<file path="config.mk">
export PLATFORM = sky130hd
export DESIGN_NAME = pfga_div
export DESIGN_NICKNAME = d
export VERILOG_FILES = /design/src/pfga_pkg.sv /design/src/pfga_div.sv
export SDC_FILE = /design/constraint.sdc
export NUM_CORES = 1
export LEC_CHECK = 0
export BUFFER_PORTS_ARGS = -buffer_cell sky130_fd_sc_hd__buf_4
export CORE_MARGIN = 1
export CORE_UTILIZATION = 55
export CTS_CLUSTER_DIAMETER = 200
export CTS_CLUSTER_SIZE = 8
export DETAILED_ROUTE_END_ITERATION = 16
export GPL_ROUTABILITY_DRIVEN = 0
export PLACE_DENSITY = 0.92
export RECOVER_POWER = 25
export SYNTH_ARGS = -nofsm -noshare
export SYNTH_HDL_FRONTEND = slang
export SYNTH_SLANG_ARGS = --single-unit
export TNS_END_PERCENT = 50
</file>
<file path="constraint.sdc">
create_clock -name clk -period 3.97 [get_ports clk]
set_input_delay 0.794 -clock clk [delete_from_list [all_inputs] [get_ports clk]]
set_output_delay 0.794 -clock clk [all_outputs]
set_load 0.03 [all_outputs]
</file>
<file path="src/pfga_pkg.sv">
// Shared types and constants for the particle flow grid accumulator.
// Holds the register indexes, the bin record, divider request and response, and the sequencer states.
// No dependencies.
package pfga_pkg;

    // Configuration register indexes
    localparam logic [2:0] REG_BINS_X     = 3'd0;
    localparam logic [2:0] REG_BINS_Z     = 3'd1;
    localparam logic [2:0] REG_INV_BW_X   = 3'd2;
    localparam logic [2:0] REG_INV_BW_Z   = 3'd3;
    localparam logic [2:0] REG_BW_X       = 3'd4;
    localparam logic [2:0] REG_BW_Z       = 3'd5;
    localparam logic [2:0] REG_SAMPLES    = 3'd6;
    localparam logic [2:0] REG_INV_2BOLTZ = 3'd7;

    // Divider operand widths
    localparam int DIVW = 64;
    localparam int DSRW = 48;

    // One bin of accumulated sums
    typedef struct packed {
        logic [31:0]        count;
        logic [63:0]        kinetic;
        logic [47:0]        mass;
        logic signed [63:0] mom_x;
        logic signed [63:0] mom_z;
    } bin_t;

    typedef struct packed {
        logic            start;
        logic [DIVW-1:0] dividend;
        logic [DSRW-1:0] divisor;
    } div_req_t;

    typedef struct packed {
        logic            busy;
        logic            done;
        logic [DIVW-1:0] quot;
        logic [DSRW-1:0] rem;
    } div_rsp_t;

    typedef enum logic [4:0] {
        S_CLEAR,
        S_IDLE,
        S_MUL,
        S_GX_GO,
        S_GZ_GO,
        S_RD,
        S_ADDR,
        S_LOAD,
        S_CEN,
        S_KIN_GO,
        S_TMUL,
        S_TSUM,
        S_MC_GO,
        S_MM_GO,
        S_FU_GO,
        S_FV_GO,
        S_DONE,
        S_DIV
    } state_t;

endpackage

</file>
<file path="src/pfga_div.sv">
// Shared restoring divider: one quotient bit per cycle.
// Depends on pfga_pkg for the request and response structs.
module pfga_div (
    input  logic              clk,
    input  logic              rst_n,
    input  pfga_pkg::div_req_t req,
    output pfga_pkg::div_rsp_t rsp
);

    localparam int CW = $clog2(pfga_pkg::DIVW + 1);

    logic                        busy_reg, busy_next;
    logic                        done_reg, done_next;
    logic [CW-1:0]               cnt_reg, cnt_next;
    logic [pfga_pkg::DIVW-1:0]   quot_reg, quot_next;
    logic [pfga_pkg::DSRW-1:0]   rem_reg, rem_next;
    logic [pfga_pkg::DSRW-1:0]   dsr_reg, dsr_next;
    logic [pfga_pkg::DSRW:0]     trial;

    // One restoring step, or load a new request
    always_comb
    begin
        busy_next = busy_reg;
        done_next = 1'b0;
        cnt_next  = cnt_reg;
        quot_next = quot_reg;
        rem_next  = rem_reg;
        dsr_next  = dsr_reg;
        trial     = {rem_reg, quot_reg[pfga_pkg::DIVW-1]};
        if (req.start)
        begin
            busy_next = 1'b1;
            cnt_next  = '0;
            quot_next = req.dividend;
            rem_next  = '0;
            dsr_next  = req.divisor;
        end
        else if (busy_reg)
        begin
            if (trial >= {1'b0, dsr_reg})
            begin
                rem_next  = pfga_pkg::DSRW'(trial - {1'b0, dsr_reg});
                quot_next = {quot_reg[pfga_pkg::DIVW-2:0], 1'b1};
            end
            else
            begin
                rem_next  = trial[pfga_pkg::DSRW-1:0];
                quot_next = {quot_reg[pfga_pkg::DIVW-2:0], 1'b0};
            end
            cnt_next = cnt_reg + 1'b1;
            if (cnt_reg == CW'(pfga_pkg::DIVW - 1))
            begin
                busy_next = 1'b0;
                done_next = 1'b1;
            end
        end
    end

    always_ff @(posedge clk or negedge rst_n)
    begin
        if (!rst_n)
        begin
            busy_reg <= 1'b0;
            done_reg <= 1'b0;
            cnt_reg  <= '0;
        end
        else
        begin
            busy_reg <= busy_next;
            done_reg <= done_next;
            cnt_reg  <= cnt_next;
        end
    end

    always_ff @(posedge clk)
    begin
        quot_reg <= quot_next;
        rem_reg  <= rem_next;
        dsr_reg  <= dsr_next;
    end

    assign rsp.busy = busy_reg;
    assign rsp.done = done_reg;
    assign rsp.quot = quot_reg;
    assign rsp.rem  = rem_reg;

endmodule

</file>
# Word level (Yosys, flattened, before mapping)

Cells that the tools add are included.

Word-level logic and storage cells: 23
Bits in registers: 169
Bits of input ports: 115
Output and inout port bits: 114

Eq/ne operators: 1
Multiplexer cells: 12
Order comparisons: 1
Add/subtract/negate cells: 2
Reduce and logical (&&, ||, !) cells: 1

Operators with widths:

| kind                                                                  | number |
|---|---|
| 64-bit two-way mux                                                    | 2 |
| 49-bit by 48-bit >= comparator with 1-bit output                      | 1 |
| 48-bit two-way mux                                                    | 1 |
| 48-bit subtractor                                                     | 1 |
| 7-bit two-way mux                                                     | 2 |
| 7-bit by 1-bit adder with 7-bit output, second input constant         | 1 |
| 7-bit by 6-bit equality test with 1-bit output, second input constant | 1 |
| 1-bit two-way mux                                                     | 7 |
| 2-bit nonzero test                                                    | 1 |

# Depth between registers and ports, before layout

Gate-level depths: netlist (run 1).

Word-level depth: 4
Depth in mapped cells: 15
Gate-level depth less buffers: 13

# Least setup slack after synthesis (run 1)

OpenSTA, ideal clock, no wires.

Path type: input port to flip-flop
Start: input port req[112] (netlist name)
End: register quot_reg[0] (netlist name) (enable)
Cell stages on the path: 4
Arrival time: 2,748 ps
Setup time: 418 ps
Path slack: 804 ps
Required time: 3,552 ps
Path buffers: 2
Cells stage by stage: clkbuf_1 > clkbuf_1 > nor2_1 > inv_1

Longest elaborated chain between the ends: 1

RTL lines:

| what                                | RTL line       | RTL |
|---|---|---|
| from (decl)                         | pfga_div.sv:6  | `input pfga_pkg::div_req_t req,` |
| 2-bit nonzero test (no source line) | --             |  |
| to (signal assigned)                | pfga_div.sv:77 | `quot_reg <= quot_next;` |
| to (decl)                           | pfga_div.sv:15 | `logic [pfga_pkg::DIVW-1:0] quot_reg, quot_next;` |

No other way between the ends.
A chain may end at the register's enable or synchronous reset.

# Worst setup path after layout (run 1)

Start: input port req[112] (netlist name)
End: register quot_reg[12] (netlist name) (enable)

The elaborated chain is that of the path after synthesis.

==> results of run 1 <==
-- logic make-up after synthesis --
kind of cell    share of synthesized area
mux                                 0.113
simple gates                        0.104
buf+inv                            0.0497
xor+xnor                           0.0416
fa+ha+maj                          0.0654
compound gates                      0.156
flops                               0.470
-- worst min path at each step --
stage / depth (start not counted) / endpoint / slack, ns / startpoint
after floorplan: 0 / busy_reg / 0.50 / rst_n
after global placement: 2 / rem_reg[47] / 0.50 / rem_reg[47]
after detailed placement: 2 / rem_reg[47] / 0.50 / rem_reg[47]
after CTS: 1 / cnt_reg[1] / 0.16 / rst_n
after global routing: 1 / cnt_reg[1] / 0.32 / rst_n
final: 1 / cnt_reg[1] / 0.29 / rst_n
-- area by class of cell --
class / instances / area share
Clock buffer: 17 / 0.0353
Clock inverter: 15 / 0.0146
Inverter: 65 / 0.0202
Multi-Input combinational cell: 624 / 0.385
Sequential cell: 169 / 0.377
Tap cell: 225 / 0.0233
Timing Repair Buffer: 235 / 0.144
-- cell usage after synthesis (10+ instances only) --
cell,n
nand2_1,53
edfxtp_1,112
dfxtp_1,48
o21ai_0,34
nand3_1,10
ha_1,49
inv_1,65
a211oi_1,34
nor3_1,11
mux2i_1,36
nand4_1,17
a21o_1,20
xnor2_1,28
nor2_1,77
a21oi_1,59
mux2_2,64
clkbuf_1,30
xor2_1,18
-- worst max-delay path, delay by kind of cell --
family | cells | cell delay, ns
buffers and inverters | 3 | 2.01
and+or+nand+nor | 1 | 0.57
-- report_power, final --
| part | switching (mW) | internal, mW |
|---|---|---|
| sequential | 0.288 | 2.21 |
| clock | 0.791 | 0.903 |
| combinational | 2.28 | 1.58 |
-- metrics by stage --
step	utilization	hold slack [ns]	power, mW	cell area, µm²	std cells
after CTS	0.701	0.157	8.04	12100	1350
after global routing	0.700	0.318	8.48	12100	1350
final	0.700	0.289	8.05	12100	1350
after detailed placement	0.667	0.501	6.33	11500	1318
after floorplan	-	0.498	5.37	9670	902
after global placement	0.667	0.496	6.23	11500	1318
-- routing by layer --
layer  vias up  wire (µm)  GRT usage
met4         0        556     0.0861
met1      3678       9810      0.319
li1       3745          -          -
met5         -          0          0
met2       327      12100      0.475
met3        46       1950     0.0811
==> impl_metrics.csv, run 1 <==
group,metric,value,unit
status,status,"finished with violations",
status,violations,"capacitance limit, slew limit",
die,dieArea,18100,µm²
placement,port_buffers,228,
layout,area_delta_synth_final,24.7,%
clock_network,cts_root_buffer,"clkbuf_16",
layout,final_common_cell,"buf_4",
yosys,synth_edf_count,112,
clock_network,path_clk_slew,0.07,ns
worst_setup_path,crit_path_start_kind,"primary input",
die,die_w,135,µm
placement,dpl.hpwl,18.1,mm
power_and_ir_drop,leakage,5.22,nW
routing,dr.pass1.iters,5,
worst_setup_path,path_class,"primary input to register",
clock_network,clk_latency,0.44,ns
clock_network,tritoncts,"done",
clock_network,cts_sinks,169,
layout,largest_register_ffs,64,
worst_hold_path,hold_path.class,"primary input to async pin",
timing,rsz0062_at_grt,"false",
layout,fin_nets,1277,
power_and_ir_drop,power_density,668,nW/µm²
timing,tightest_slew,1.76,ns
layout,drive_gt1_frac,0.308,
routing,viasPerCell,5.77,
timing,relSlewSlack,-0.171,
yosys,synth_nets,1067,
yosys,avgSynthCellArea,10.7,µm²
placement,dp_slack,0.708,ns
flow_run,maxCapViolations,1,
timing,setup_violations,0,
die,die_y,135,µm
routing,vias,7796,
clock_network,cts_resized,0,
yosys,synth_area_leaders,"edfxtp_1 (35%), dfxtp_1 (9.9%), mux2_2 (7.4%)",
yosys,ys_ff_latch,169,
worst_setup_path,slowest_stage,"clkbuf_1",
layout,most-common-layout-cells,"buf_4 (183), edfxtp_1 (112), nor2_1 (77), inv_1 (64), mux2_2 (64)",
layout,diodes,0,
routing,drt_iter0_markers,689,
routing,postRouteAntennaNets,0,
worst_setup_path,cp_max_fo,64,
global_route,grt_util_all_layers,0.272,
routing,drcViolationCount,0,
timing,fin_ws,0.585,ns
worst_setup_path,setup.worst_path.start,"req[112]",
die,coreArea,17200,µm²
timing,finalCriticalPeriod,3.39,ns
global_route,grt_pass1_vias,7853,
routing,wl_per_cell,18.1,µm
worst_setup_path,cp-endpoint,"quot_reg[12]",
yosys,synth_cell_type_count,73,
clock_network,cts_setup_buffers,0,
yosys,netlist_area,9670,µm²
die,pin_count,229,
yosys,yosysSeqAreaShare,0.470,
yosys,async_flop_share,0.0533,
timing,fmax,0.295,GHz
timing,fin_crit_sh,0.853,
timing,fin_setup_tns,0,ns
layout,multi_input_area,4640,µm²
die,core.rowCount,48,
clock_network,clk_path_buf_depth,2,
worst_setup_path,critPathCaptureType,"register",
worst_setup_path,required,4.03,ns
timing,maxSlewViolCount,35,
routing,routed_wl,24.4,mm
global_route,grt_pass1_wl,38.6,mm
yosys,synth_area_leader_cell,"edfxtp_1",
clock_network,numCtsBuffers,17,
worst_setup_path,critPathArrivalTime,3.45,ns
worst_setup_path,r2r_cells,11,
yosys,synth-main-ff-cell,"edfxtp_1",
worst_setup_path,path_cells,"clkbuf_1 > nor2_1 > inv_2 > buf_4",
power_and_ir_drop,ir_worst_vdd,0.486,mV
timing,hold_violations,0,
global_route,overflow,0,
worst_setup_path,ff2ff_setup_slack,0.63,ns
yosys,synth_warnings,0,
yosys,synth_top_area_share,0.348,
worst_setup_path,rr_startpoint,"rem_reg[11]",
worst_setup_path,critPathMaxStageDelay,1.23,ns
die,start_util,0.561,
global_route,grt_start_max_net_pins,65,
layout,fillCellCount,1222,
global_route,grt_antenna_before_repair,0,
yosys,syn_inst,902,
clock_network,htreeDepth,4,
worst_setup_path,r2r-end,"rem_reg[24]",
clock_network,cts_hold_buf,0,
layout,regArea,4550,µm²
timing,skew,0.0143,ns
Power figures use the tool's default switching activity.
==> run 2: changes to the inputs <==
==> constraint.sdc (replaced) <==
create_clock -name clk -period 3.9 [get_ports clk]
set_input_delay 0.78 -clock clk [delete_from_list [all_inputs] [get_ports clk]]
set_output_delay 0.78 -clock clk [all_outputs]
set_load 0.03 [all_outputs]
==> impl_metrics.csv, run 2 (synthesis gave the netlist of run 1 again) <==
group,metric,value,unit
global_route,grt_pass1_wl,39.0,mm
global_route,grt_util_all_layers,0.277,
layout,most-common-layout-cells,"buf_4 (185), edfxtp_1 (112), nor2_1 (77), inv_1 (64), mux2_2 (64)",
timing,setup_violations,0,
layout,diodes,0,
global_route,grt_start_max_net_pins,65,
worst_setup_path,crit_path_start_kind,"register",
power_and_ir_drop,p_total,8.24,mW
routing,drcViolationCount,0,
routing,vias,7907,
clock_network,clk_latency,0.44,ns
timing,fin_setup_tns,0,ns
timing,skew,0.0118,ns
clock_network,cts_hold_buf,0,
global_route,overflow,0,
timing,hold_violations,0,
clock_network,tritoncts,"done",
layout,largest_register_ffs,64,
worst_setup_path,setup.worst_path.start,"rem_reg[5]",
routing,postRouteAntennaNets,0,
die,dieArea,18100,µm²
routing,wl_per_cell,18.4,µm
flow_run,maxCapViolations,1,
worst_setup_path,cp_max_fo,17,
global_route,grt_antenna_before_repair,0,
die,coreArea,17200,µm²
clock_network,htreeDepth,4,
layout,stdcell_count,1352,
clock_network,cts_setup_buffers,0,
placement,port_buffers,228,
die,start_util,0.561,
timing,maxSlewViolCount,36,
status,status,"finished with violations",
layout,drive_gt1_frac,0.311,
worst_setup_path,critPathCaptureType,"register",
timing,rsz0062_at_grt,"false",
worst_hold_path,hold_path.class,"primary input to async pin",
die,die_y,135,µm
die,die_w,135,µm
routing,viasPerCell,5.85,
timing,fmax,0.287,GHz
layout,area_delta_synth_final,24.9,%
routing,routed_wl,24.8,mm
clock_network,cts_root_buffer,"clkbuf_16",
worst_setup_path,path_class,"register to register",
clock_network,numCtsBuffers,17,
worst_setup_path,critPathArrivalTime,3.76,ns
placement,dpl.hpwl,18.3,mm
power_and_ir_drop,ir_worst_vdd,0.444,mV
status,violations,"capacitance limit, slew limit",
layout,fillCellCount,1214,
power_and_ir_drop,power_density,681,nW/µm²
placement,dp.cells,1320,
timing,relSlewSlack,-0.199,
die,core.rowCount,48,
routing,drt_iter0_markers,729,
power_and_ir_drop,leakage,5.24,nW
layout,final_common_cell,"buf_4",
clock_network,clk_path_buf_depth,2,
layout,fin_nets,1279,
clock_network,path_clk_slew,0.07,ns
global_route,grt_pass1_vias,7890,
routing,dr.pass1.iters,5,
worst_setup_path,rr_startpoint,"rem_reg[5]",
timing,fin_crit_sh,0.893,
timing,finalCriticalPeriod,3.48,ns
die,pin_count,229,
clock_network,cts_sinks,169,
timing,tightest_slew,1.80,ns
clock_network,cts_resized,0,
worst_setup_path,required,4.18,ns
run 2: final cells by class:
cell class                 instances  area [µm²]  share of cell area
multi-input combinational        624        4640               0.384
sequential                       169        4550               0.376
timing repair buffer             237        1760               0.146
clock buffer                      17         425              0.0352
tap                              225         282              0.0233
inverter                          65         244              0.0202
clock inverter                    15         179              0.0148
run 2: stage by stage:
step	util	instance area [µm²]	setup slack, ns	hold WS (ns)
2_1_floorplan	-	9670	0.748	0.484
3_3_place_gp	0.667	11500	0.691	0.494
3_5_place_dp	0.667	11500	0.515	0.508
4_1_cts	0.702	12100	0.479	0.141
5_1_grt	0.701	12100	0.217	0.288
6_report	0.701	12100	0.418	0.274
run 2: final timing paths:
kind / endpoint / slack (ns) / cells past startpoint
hold / removal: cnt_reg[1] / 0.27 / 1
min in group clk: rem_reg[15] / 0.53 / 2
hold reg to reg: rem_reg[15] / 0.53 / 2
max in group asynchronous: busy_reg / 3.26 / 1
setup / recovery: rem_reg[10] / 0.42 / 12
setup reg to reg: rem_reg[10] / 0.42 / 12
run 2: critical path, cell delays in order, from the launching register on:
cell	delay, ns
dfxtp_1	0.35
ha_1	0.38
a21o_1	0.22
or3_4	0.35
o21ai_4	0.21
o221ai_4	0.17
a31oi_4	0.30
nor4_4	0.09
o21ai_2	0.17
nand2_2	0.32
buf_4	0.35
nor3b_1	0.31
nor4_2	0.10
run 2: where the power goes:
part           switching [mW]  total (mW)  internal (mW)  leakage, nW
Sequential              0.294        2.54           2.25         1.66
Clock                   0.808        1.73          0.919        0.292
Combinational            2.34        3.97           1.62         3.29
run 2: per-layer routing:
metal | wire [µm] | track usage | up-vias
li1 | - | - | 3751
met2 | 12400 | 0.474 | 355
met3 | 2070 | 0.0852 | 54
met1 | 9660 | 0.322 | 3747
met5 | 0 | 0 | -
met4 | 658 | 0.115 | 0
